[config.mk]
export PLATFORM = sky130hd
export DESIGN_NAME = thermistor_table_linearizer
export DESIGN_NICKNAME = d
export VERILOG_FILES = /design/src/ttl_pkg.sv /design/src/thermistor_table_linearizer.sv /design/src/ttl_div.sv
export SDC_FILE = /design/constraint.sdc
export NUM_CORES = 1
export LEC_CHECK = 0
export BUFFER_PORTS_ARGS = -buffer_cell sky130_fd_sc_hd__buf_2
export CAP_MARGIN = 30
export CELL_PAD_IN_SITES_DETAIL_PLACEMENT = 1
export CELL_PAD_IN_SITES_GLOBAL_PLACEMENT = 2
export CORE_MARGIN = 1
export CORE_UTILIZATION = 25
export DETAILED_ROUTE_END_ITERATION = 7
export HOLD_SLACK_MARGIN = 0.1
export PLACE_DENSITY_LB_ADDON = 0.1
export SYNTH_ARGS = -nofsm -noshare
export SYNTH_HDL_FRONTEND = slang
export SYNTH_HIERARCHICAL = 1
export SYNTH_SLANG_ARGS = --single-unit
[constraint.sdc]
create_clock -name clk -period 6.1 [get_ports clk]
set_input_delay 0 -clock clk [delete_from_list [all_inputs] [get_ports clk]]
set_output_delay 0 -clock clk [all_outputs]
set_load 0.02 [all_outputs]
[src/ttl_pkg.sv]
package ttl_pkg;

  localparam int SAMPLE_BITS   = 14;
  localparam int TABLE_POINTS  = 20;
  localparam int FRACTION_BITS = 4;
  localparam int IDX_BITS      = $clog2(TABLE_POINTS + 1);
  localparam int Y_BITS        = 9;
  localparam int DY_BITS       = 8;
  localparam int OFF_BITS      = 10;
  localparam int BASE_BITS     = 19;
  localparam int TOTAL_BITS    = 21;
  localparam int NUM_BITS      = BASE_BITS + FRACTION_BITS;
  localparam int TEMP_BITS     = 12;
  localparam int RECIP_SHIFT   = 33;
  localparam int RECIP_BITS    = 24;
  localparam int Q_BITS        = NUM_BITS + RECIP_BITS - RECIP_SHIFT;

  // breakpoints sit on a uniform 819-count grid
  localparam logic [OFF_BITS-1:0] DX = 10'd819;

  localparam logic [SAMPLE_BITS-1:0] BP_X [TABLE_POINTS] = '{
    14'd700,   14'd1519,  14'd2338,  14'd3157,
    14'd3976,  14'd4795,  14'd5614,  14'd6433,
    14'd7252,  14'd8071,  14'd8890,  14'd9709,
    14'd10528, 14'd11347, 14'd12166, 14'd12985,
    14'd13804, 14'd14623, 14'd15442, 14'd16261
  };

  localparam logic [Y_BITS-1:0] BP_Y [TABLE_POINTS] = '{
    9'd440, 9'd347, 9'd303, 9'd274,
    9'd253, 9'd235, 9'd221, 9'd208,
    9'd196, 9'd185, 9'd174, 9'd164,
    9'd154, 9'd144, 9'd133, 9'd122,
    9'd109, 9'd93,  9'd72,  9'd18
  };

  localparam logic [TEMP_BITS-1:0] TEMP_MAX = TEMP_BITS'(255 << FRACTION_BITS);
  localparam int BELOW_RAW = int'(BP_Y[0]) << FRACTION_BITS;
  localparam logic [TEMP_BITS-1:0] BELOW_TEMP =
    (BELOW_RAW > int'(TEMP_MAX)) ? TEMP_MAX : TEMP_BITS'(BELOW_RAW);

  // floor(2^33 / 819); quotient estimate is low by at most one
  localparam logic [RECIP_BITS-1:0] RECIP = RECIP_BITS'((64'd1 << RECIP_SHIFT) / DX);

  typedef enum logic [1:0] {
    STAT_INTERP = 2'd0,
    STAT_BELOW  = 2'd1,
    STAT_BEYOND = 2'd2
  } status_t;

  typedef struct packed {
    logic [NUM_BITS-1:0] num;
    status_t             status;
  } div_in_t;

  typedef struct packed {
    logic [TEMP_BITS-1:0] temp;
    status_t              status;
  } div_out_t;

endpackage

[src/thermistor_table_linearizer.sv]
// Throughput: one sample per cycle while out_ready does not stall the pipe; no hazards between samples.
// Stages: segment search, breakpoint fetch, interpolation multiply-add,
// reciprocal multiply, correction/clamp into the output register.
// Reset: synchronous, active low; clears all stage valid bits only.
module thermistor_table_linearizer (
  input  logic                            clk,
  input  logic                            rst_n,
  input  logic                            in_valid,
  output logic                            in_ready,
  input  logic [ttl_pkg::SAMPLE_BITS-1:0] in_sample,
  output logic                            out_valid,
  input  logic                            out_ready,
  output logic [ttl_pkg::TEMP_BITS-1:0]   out_temperature,
  output logic [1:0]                      out_status
);
  import ttl_pkg::*;

  // Each stage moves when it is empty or the stage after it moves, so
  // bubbles collapse and a full pipe stalls without dropping anything.
  logic v1_r, v2_r, v3_r;
  logic adv1, adv2, adv3;
  logic div_ready;

  // stage 1: segment index = number of breakpoints at or below the sample
  logic [IDX_BITS-1:0]    idx_nxt, idx1_r;
  logic [SAMPLE_BITS-1:0] s1_r;

  // stage 2: breakpoint fetch
  logic [IDX_BITS-1:0]    lo, hi;
  status_t                stat_nxt, stat2_r, stat3_r;
  logic [BASE_BITS-1:0]   base_nxt, base2_r;
  logic signed [DY_BITS-1:0] dy_nxt, dy2_r;
  logic [OFF_BITS-1:0]    off_nxt, off2_r;

  // stage 3: total = y0*dx + dy*(s-x0), scaled by the fraction bits
  logic signed [TOTAL_BITS-1:0] total;
  logic [NUM_BITS-1:0]    num_nxt, num3_r;

  div_in_t  div_in;
  div_out_t div_out;

  assign adv3     = !v3_r || div_ready;
  assign adv2     = !v2_r || adv3;
  assign adv1     = !v1_r || adv2;
  assign in_ready = adv1;

  // Breakpoint x rises, so the compares form a thermometer code; the last
  // hit gives the segment index.
  always_comb begin
    idx_nxt = '0;
    for (int i = 0; i < TABLE_POINTS; i++) begin
      if (in_sample >= BP_X[i]) idx_nxt = IDX_BITS'(i + 1);
    end
  end

  // Index 0 is below the table, index TABLE_POINTS is at or past the end.
  // Out-of-table cases fetch segment 0 just to keep the lookup in range.
  always_comb begin
    if (idx1_r == '0) begin
      stat_nxt = STAT_BELOW;
      lo       = '0;
      hi       = IDX_BITS'(1);
    end else if (idx1_r >= IDX_BITS'(TABLE_POINTS)) begin
      stat_nxt = STAT_BEYOND;
      lo       = '0;
      hi       = IDX_BITS'(1);
    end else begin
      stat_nxt = STAT_INTERP;
      lo       = idx1_r - IDX_BITS'(1);
      hi       = idx1_r;
    end
    base_nxt = BASE_BITS'(BP_Y[lo]) * BASE_BITS'(DX);
    dy_nxt   = DY_BITS'({1'b0, BP_Y[hi]} - {1'b0, BP_Y[lo]});
    off_nxt  = OFF_BITS'(s1_r - BP_X[lo]);
  end

  // y falls along the table, so dy is negative and total never exceeds base.
  always_comb begin
    total = signed'(TOTAL_BITS'(base2_r))
          + TOTAL_BITS'(dy2_r * signed'({1'b0, off2_r}));
    if (total <= 0) num_nxt = '0;
    else            num_nxt = {total[BASE_BITS-1:0], FRACTION_BITS'(0)};
  end

  always_ff @(posedge clk) begin
    if (!rst_n) begin
      v1_r <= 1'b0;
      v2_r <= 1'b0;
      v3_r <= 1'b0;
    end else begin
      if (adv1) v1_r <= in_valid;
      if (adv2) v2_r <= v1_r;
      if (adv3) v3_r <= v2_r;
    end
  end

  always_ff @(posedge clk) begin
    if (adv1) begin
      idx1_r <= idx_nxt;
      s1_r   <= in_sample;
    end
    if (adv2) begin
      stat2_r <= stat_nxt;
      base2_r <= base_nxt;
      dy2_r   <= dy_nxt;
      off2_r  <= off_nxt;
    end
    if (adv3) begin
      stat3_r <= stat2_r;
      num3_r  <= num_nxt;
    end
  end

  assign div_in.num    = num3_r;
  assign div_in.status = stat3_r;

  // divide by the segment width, clamp, and hold the result for the sink
  ttl_div u_div (
    .clk       (clk),
    .rst_n     (rst_n),
    .in_valid  (v3_r),
    .in_ready  (div_ready),
    .in_data   (div_in),
    .out_valid (out_valid),
    .out_ready (out_ready),
    .out_data  (div_out)
  );

  assign out_temperature = div_out.temp;
  assign out_status      = div_out.status;

endmodule

[src/ttl_div.sv]
module ttl_div (
  input  logic             clk,
  input  logic             rst_n,
  input  logic             in_valid,
  output logic             in_ready,
  input  ttl_pkg::div_in_t in_data,
  output logic             out_valid,
  input  logic             out_ready,
  output ttl_pkg::div_out_t out_data
);
  import ttl_pkg::*;

  localparam int PROD_BITS = NUM_BITS + RECIP_BITS;

  logic                  va_r, vb_r;
  logic                  adv_a, adv_b;
  logic [NUM_BITS-1:0]   num_a_r;
  logic [Q_BITS-1:0]     q0_a_r;
  status_t               stat_a_r;
  div_out_t              out_r;

  logic [PROD_BITS-1:0]  prod;
  logic [NUM_BITS-1:0]   qdx;
  logic [NUM_BITS-1:0]   rem;
  logic [Q_BITS-1:0]     q;
  div_out_t              out_nxt;

  assign adv_b    = !vb_r || out_ready;
  assign adv_a    = !va_r || adv_b;
  assign in_ready = adv_a;

  // reciprocal estimate
  assign prod = PROD_BITS'(in_data.num) * PROD_BITS'(RECIP);

  // correction step and clamp
  always_comb begin
    qdx = NUM_BITS'(q0_a_r) * NUM_BITS'(DX);
    rem = num_a_r - qdx;
    q   = (rem >= NUM_BITS'(DX)) ? q0_a_r + Q_BITS'(1) : q0_a_r;
    out_nxt.status = stat_a_r;
    case (stat_a_r)
      STAT_BELOW:  out_nxt.temp = BELOW_TEMP;
      STAT_BEYOND: out_nxt.temp = '0;
      default: begin
        out_nxt.temp = (q > Q_BITS'(TEMP_MAX)) ? TEMP_MAX : q[TEMP_BITS-1:0];
      end
    endcase
  end

  always_ff @(posedge clk) begin
    if (!rst_n) begin
      va_r <= 1'b0;
      vb_r <= 1'b0;
    end else begin
      if (adv_a) va_r <= in_valid;
      if (adv_b) vb_r <= va_r;
    end
  end

  always_ff @(posedge clk) begin
    if (adv_a) begin
      num_a_r  <= in_data.num;
      q0_a_r   <= prod[PROD_BITS-1 -: Q_BITS];
      stat_a_r <= in_data.status;
    end
    if (adv_b) out_r <= out_nxt;
  end

  assign out_valid = vb_r;
  assign out_data  = out_r;

endmodule

After elaboration in Yosys (flattened, before gate mapping)

Memories as Yosys holds them, arrays and structs flattened.
Index checks and enable logic that the tools add are counted.

Multiplexer cells: 33
Multipliers: 4
Order comparisons: 26
Add/sub/neg operators: 6
Bitwise gates (word level): 2
Equality and inequality tests: 2
Reduce and logical (&&, ||, !) cells: 12

Operators by type and width:

| cell                                                                 | number |
|---|---|
| greater-or-equal comparator 14 bit (second input constant)           | 10 |
| two-way mux 5 bit                                                    | 18 |
| greater-or-equal comparator 14 x 13 -> 1 bit (second input constant) | 5 |
| greater-or-equal comparator 14 x 12 -> 1 bit (second input constant) | 3 |
| multiplier 23 x 15 -> 38 bit (second input constant)                 | 1 |
| case mux 12 bit (2 select lines)                                     | 1 |
| greater-or-equal comparator 23 x 10 -> 1 bit (second input constant) | 1 |
| multiplier 14 x 10 -> 23 bit (second input constant)                 | 1 |
| subtractor 23 bit                                                    | 1 |
| adder 20 x 19 -> 21 bit                                              | 1 |
| <= comparator 21 x 1 -> 1 bit (second input constant)                | 1 |
| two-way mux 10 bit                                                   | 2 |
| multiplier 8 x 11 -> 19 bit                                          | 1 |
| multiplier 9 x 10 -> 19 bit (second input constant)                  | 1 |
| two-way mux 9 bit                                                    | 2 |
| two-way mux 8 bit                                                    | 2 |
| adder 14 x 1 -> 14 bit (second input constant)                       | 1 |
| greater-or-equal comparator 14 x 10 -> 1 bit (second input constant) | 1 |
| greater-or-equal comparator 14 x 11 -> 1 bit (second input constant) | 1 |
| > comparator 14 x 12 -> 1 bit (second input constant)                | 1 |
| two-way mux 14 bit                                                   | 1 |
| greater-or-equal comparator 6 bit (second input constant)            | 2 |
| two-way mux 12 bit                                                   | 1 |
| two-way mux 3 bit                                                    | 4 |
| other kinds (13)                                                     | 22 |

Memory bits (read-only): 1024
Register bits: 137
Input port bits: 18
Memories: 3
Output and inout port bits: 16

Memory list:

| memory          | depth | bits a word | rd ports | clocked after memory_dff | write ports | line                              | source |
|---|---|---|---|---|---|---|---|
| (no name shown) | 32    | 14          | 1        | 0                        | 0           | thermistor_table_linearizer.sv:74 | `off_nxt = OFF_BITS'(s1_r - BP_X[lo]);` |
| (no name shown) | 32    | 9           | 1        | 0                        | 0           | thermistor_table_linearizer.sv:73 | `dy_nxt = DY_BITS'({1'b0, BP_Y[hi]} - {1'b0, BP_Y[lo]});` |
| (no name shown) | 32    | 9           | 1        | 0                        | 0           | thermistor_table_linearizer.sv:73 |  |

Logic depth before layout (Yosys ltp)

Depth in word-level cells: 20
Depth in mapped cells: 28
Depth with buffers taken out: 27

By module

The synthesis kept the hierarchy.

Modules (own cells, without submodules):

| module                      | area each (um^2) | seq. area each (um^2) | cells an instance | instances |
|---|---|---|---|---|
| thermistor_table_linearizer | 9554.2           | 2312.2                | 1040              | 1 |
| ttl_div                     | 9339.0           | 1631.6                | 959               | 1 |

Worst setup path after synthesis

No wires, ideal clock.

Path kind: reg2reg
Start point: register idx1_r[0]
End point: register base2_r[18], data pin
Arrival time: 6.342 ns
Cell stages (with the launch flop): 26
Setup time: 0.260 ns
Period minus slack after synthesis: 6.601 ns
Data required time: 5.840 ns
Slack: -0.501 ns
Cell sequence: edfxtp_1 inv_1 ha_1 and2_1 or2_1 buf_2 nor2_1 inv_1 ha_1 inv_1 o21ai_0 o21a_1 ha_1 inv_1 fa_1 inv_1 fa_1 fa_1 ha_1 or2_2 a21oi_1 a211oi_1 or4_1 a31o_2 a21oi_1 xnor2_1

Word-level cells in the longest chain between the ends: 8
Elaborated cells on any way between the ends: 10
Classes of those cells: 1 x add/sub; 1 x mul; 1 x order compare; 4 x mux; 1 x bitwise; 1 x reduce/logical; 1 x memory

RTL lines:

| element                                                                               | line                                                                 | source |
|---|---|---|
| from (decl)                                                                           | thermistor_table_linearizer.sv:25                                    | `logic [IDX_BITS-1:0] idx_nxt, idx1_r;` |
| from (signal assigned)                                                                | thermistor_table_linearizer.sv:99                                    | `idx1_r <= idx_nxt;` |
| subtractor 5 x 1 -> 5 bit / greater-or-equal comparator 5 bit (equally long branches) | thermistor_table_linearizer.sv:69, thermistor_table_linearizer.sv:63 |  |
| two-way mux 5 bit                                                                     | thermistor_table_linearizer.sv:63                                    | `end else if (idx1_r >= IDX_BITS'(TABLE_POINTS)) begin` |
| two-way mux 5 bit *                                                                   | thermistor_table_linearizer.sv:59                                    | `if (idx1_r == '0) begin` |
| NOT 5 -> 6 bit (implied by the code) *                                                | thermistor_table_linearizer.sv:72                                    | `base_nxt = BASE_BITS'(BP_Y[lo]) * BASE_BITS'(DX);` |
| memory read (32 x 9 bit) *                                                            | --                                                                   |  |
| two-way mux 9 bit * (2 in series)                                                     | --                                                                   |  |
| multiplier 9 x 10 -> 19 bit *                                                         | thermistor_table_linearizer.sv:72                                    |  |
| net base_nxt[18]                                                                      | thermistor_table_linearizer.sv:31                                    | `logic [BASE_BITS-1:0] base_nxt, base2_r;` |
| to (signal assigned)                                                                  | thermistor_table_linearizer.sv:104                                   | `base2_r <= base_nxt;` |
| to (decl)                                                                             | thermistor_table_linearizer.sv:31                                    |  |

The timed path passes the listed nets; every way through them passes the cells marked *. The select of a mux whose other input is x is not followed.
A chain may end at the register's enable or synchronous reset.

==> results.json <==
{
  "violations": "negative setup slack",
  "syn_inst": 1999,
  "place_congestion": 0.814,
  "via_count": 14900,
  "die_area_um2": 76700,
  "clock.fmax_mhz": 152,
  "grt_max_degree": 40,
  "drive_gt1_frac": 0.209,
  "hold_end": "idx1_r[0]",
  "ys_types": 84,
  "drt-initial-drc-count": 423,
  "synth_most_common_cell": "inv_1",
  "critPathKind": "flip-flop to flip-flop",
  "ys_seq_elements": 133,
  "routed_via_density": 4.48,
  "wl_met3_um": 998,
  "synth_warnings": 6,
  "syn_area_um2": 18900,
  "worst_slack_ns": -0.459,
  "synth_common_cells": "inv_1, ha_1, fa_1",
  "grt_antenna_before_repair": 1,
  "firstDrtPassIters": 4,
  "slew_viol_final": 0,
  "fin_nets": 2886,
  "die_w_um": 277,
  "timing.critical_path.required_ns": 6.32,
  "yosys-top-cells-area": "ha_1, edfxtp_1, fa_1, inv_1, a21oi_1",
  "avgSynthCellArea_um2": 9.45,
  "wl_per_cell_um": 16.8,
  "min_path_cells": 6,
  "io-pin-count": 34,
  "utilization": 0.319,
  "yosys.area.top_type": "ha_1",
  "setup_viol": 12,
  "hold_start": "in_sample[11]",
  "hold_viol": 0,
  "tns_ns": -4.91,
  "synth_edf_count": 128,
  "drc": 0,
  "skew_ns": 0.0139,
  "crit_start": "u_div/q0_a_r[2]",
  "grt.total_usage": 0.151,
  "clk_pin_slew_ns": 0.07,
  "worstMarginPinSlew_ns": 0.930,
  "rsz0062_at_grt": "true",
  "setup.worst_path.start_class": "flip-flop",
  "r2r-start": "u_div/q0_a_r[2]",
  "clock_latency_ns": 0.47,
  "die_y_um": 277,
  "yosysSeqAreaShare": 0.209,
  "gr-total-overflow": 0,
  "min_path_type": "input port to flip-flop",
  "r2r_slack_ns": -0.46,
  "antenna_cells": 0,
  "met2WireLength_um": 28700,
  "cts_tree": "done",
  "wirelength_um": 55900,
  "cts_sinks": 133,
  "numCtsBuffers": 17,
  "synthArstFlopShare": 0,
  "ys.flop_type": "edfxtp_1",
  "post-dp-hpwl_um": 48800,
  "critPathCaptureType": "flip-flop",
  "min_period_ns": 6.56,
  "root_buffer": "clkbuf_16",
  "worstReg2RegEnd": "u_div/out_data[4]",
  "area_delta_synth_final_pct": 26.0,
  "initial_utilization": 0.253,
  "r2r_cells": 24,
  "drv_cap": 0,
  "cts.htree.levels": 4,
  "top_signal_layer_used": "met4",
  "worst_ep_arrival_time_ns": 6.78,
  "clockBufferDepth": 2,
  "io_buffer_count": 33,
  "grt_pass1_vias": 16400,
  "finalCritPeriodShare": 1.08,
  "synth_top_area_share": 0.235,
  "critPathMaxFanout": 4,
  "status": "finished with violations",
  "coreArea_um2": 74600,
  "rows": 100,
  "ant_nets": 0,
  "grt_pass1_wl_um": 90200,
  "maxSlewHeadroom": 0.378,
  "wl_met1_um": 25500
}
state kept, by name, indices dropped and copies added, names as in the netlist:
register / cells
u_div/num_a_r: 23
base2_r: 19
num3_r: 19
u_div/out_data: 14
u_div/q0_a_r: 14
off2_r: 10
s1_r: 10
dy2_r: 8
idx1_r: 5
stat2_r: 2
stat3_r: 2
u_div/stat_a_r: 2
u_div/out_valid: 1
u_div/va_r: 1
v1_r: 1
v2_r: 1
v3_r: 1
what timing repair did:
item,CTS,global route
gates resized for setup,58,59
pin swaps,45,50
setup endpoints to repair,16,19
setup buffers,23,21
endpoints found under the hold margin,21,0
gates cloned,0,0
hold buffers,15,0
worst max path at each step:
stage	to	cells past startpoint
floorplan	u_div/out_data[3]	23
global placement	u_div/out_data[5]	24
detailed placement	u_div/out_data[4]	23
CTS	u_div/out_data[5]	24
global route	u_div/out_data[2]	25
finish	u_div/out_data[4]	24
through the flow:
step | setup slack, ns | hold slack, ns | cells | area [µm²]
floorplan | -0.193 | 0.0989 | 2010 | 19000
global placement | -0.606 | 0.283 | 3233 | 22200
detailed placement | -0.624 | 0.281 | 3234 | 22200
CTS | -0.439 | 0.244 | 3303 | 23400
global route | -0.701 | 0.342 | 3323 | 23800
finish | -0.459 | 0.291 | 3323 | 23800
per-layer routing:
layer | up-vias | track usage
met1 | 7328 | 0.186
met4 | 0 | 0.0346
met5 | - | 0
li1 | 7410 | -
met2 | 102 | 0.277
met3 | 41 | 0.0175
final cells by class:
cell class | instances | area (µm²)
repair buffers | 352 | 2680
clock inverters | 13 | 125
inverters | 403 | 1520
multi-input cells | 1435 | 13900
well taps | 969 | 1210
clock buffers | 18 | 429
fillers | 8569 | 50800
flip-flops and latches | 133 | 3940
worst max-delay path, stage by stage, from the launching register on:
cell and delay [ns]:
edfxtp_1 0.51, ha_4 0.35, inv_4 0.04, fa_1 0.52, fa_1 0.44, fa_1 0.51
inv_2 0.04, fa_1 0.55, inv_2 0.05, ha_4 0.28, nand2_2 0.05, o21a_1 0.19
buf_6 0.12, a211o_1 0.32, a31oi_4 0.21, o21ai_2 0.11, xnor2_2 0.15, or4b_4 0.53
a2111oi_4 0.33, buf_6 0.18, mux2i_1 0.19, o22ai_1 0.10, o41ai_2 0.29, buf_4 0.20
nor2_2 0.04
cell usage in the layout (no fill, tap or decap), drive strengths merged, types with 12 or more instances in the layout:
master	count
inv	408
ha	355
buf	337
fa	171
edfxtp	128
nand2	124
a21oi	110
nor2	105
o21ai	71
xnor2	57
and2	37
nor3	36
a21o	30
xor2	30
nand3	26
nand2b	22
and3	22
nor2b	20
o21a	19
clkbuf	18
a31oi	16
dlygate4sd3	15
a211oi	13
o211ai	12
conb	12
or3	12
logic make-up (layout without fill, tap and decap cells):
kind of cell | Yosys count | after routing | share of synthesized area
fa+ha+maj | 526 | 526 | 0.416
simple gates | 447 | 447 | 0.117
buf+inv | 442 | 786 | 0.0889
compound gates | 357 | 357 | 0.125
flops | 133 | 133 | 0.209
xor+xnor | 87 | 87 | 0.0403
mux | 6 | 6 | 0.00397
other cells | 1 | 12 | 0.000198
Power is left out: the tool's default activity adds up to more than one toggle a clock period on the data nets, which glitch-free logic cannot reach.
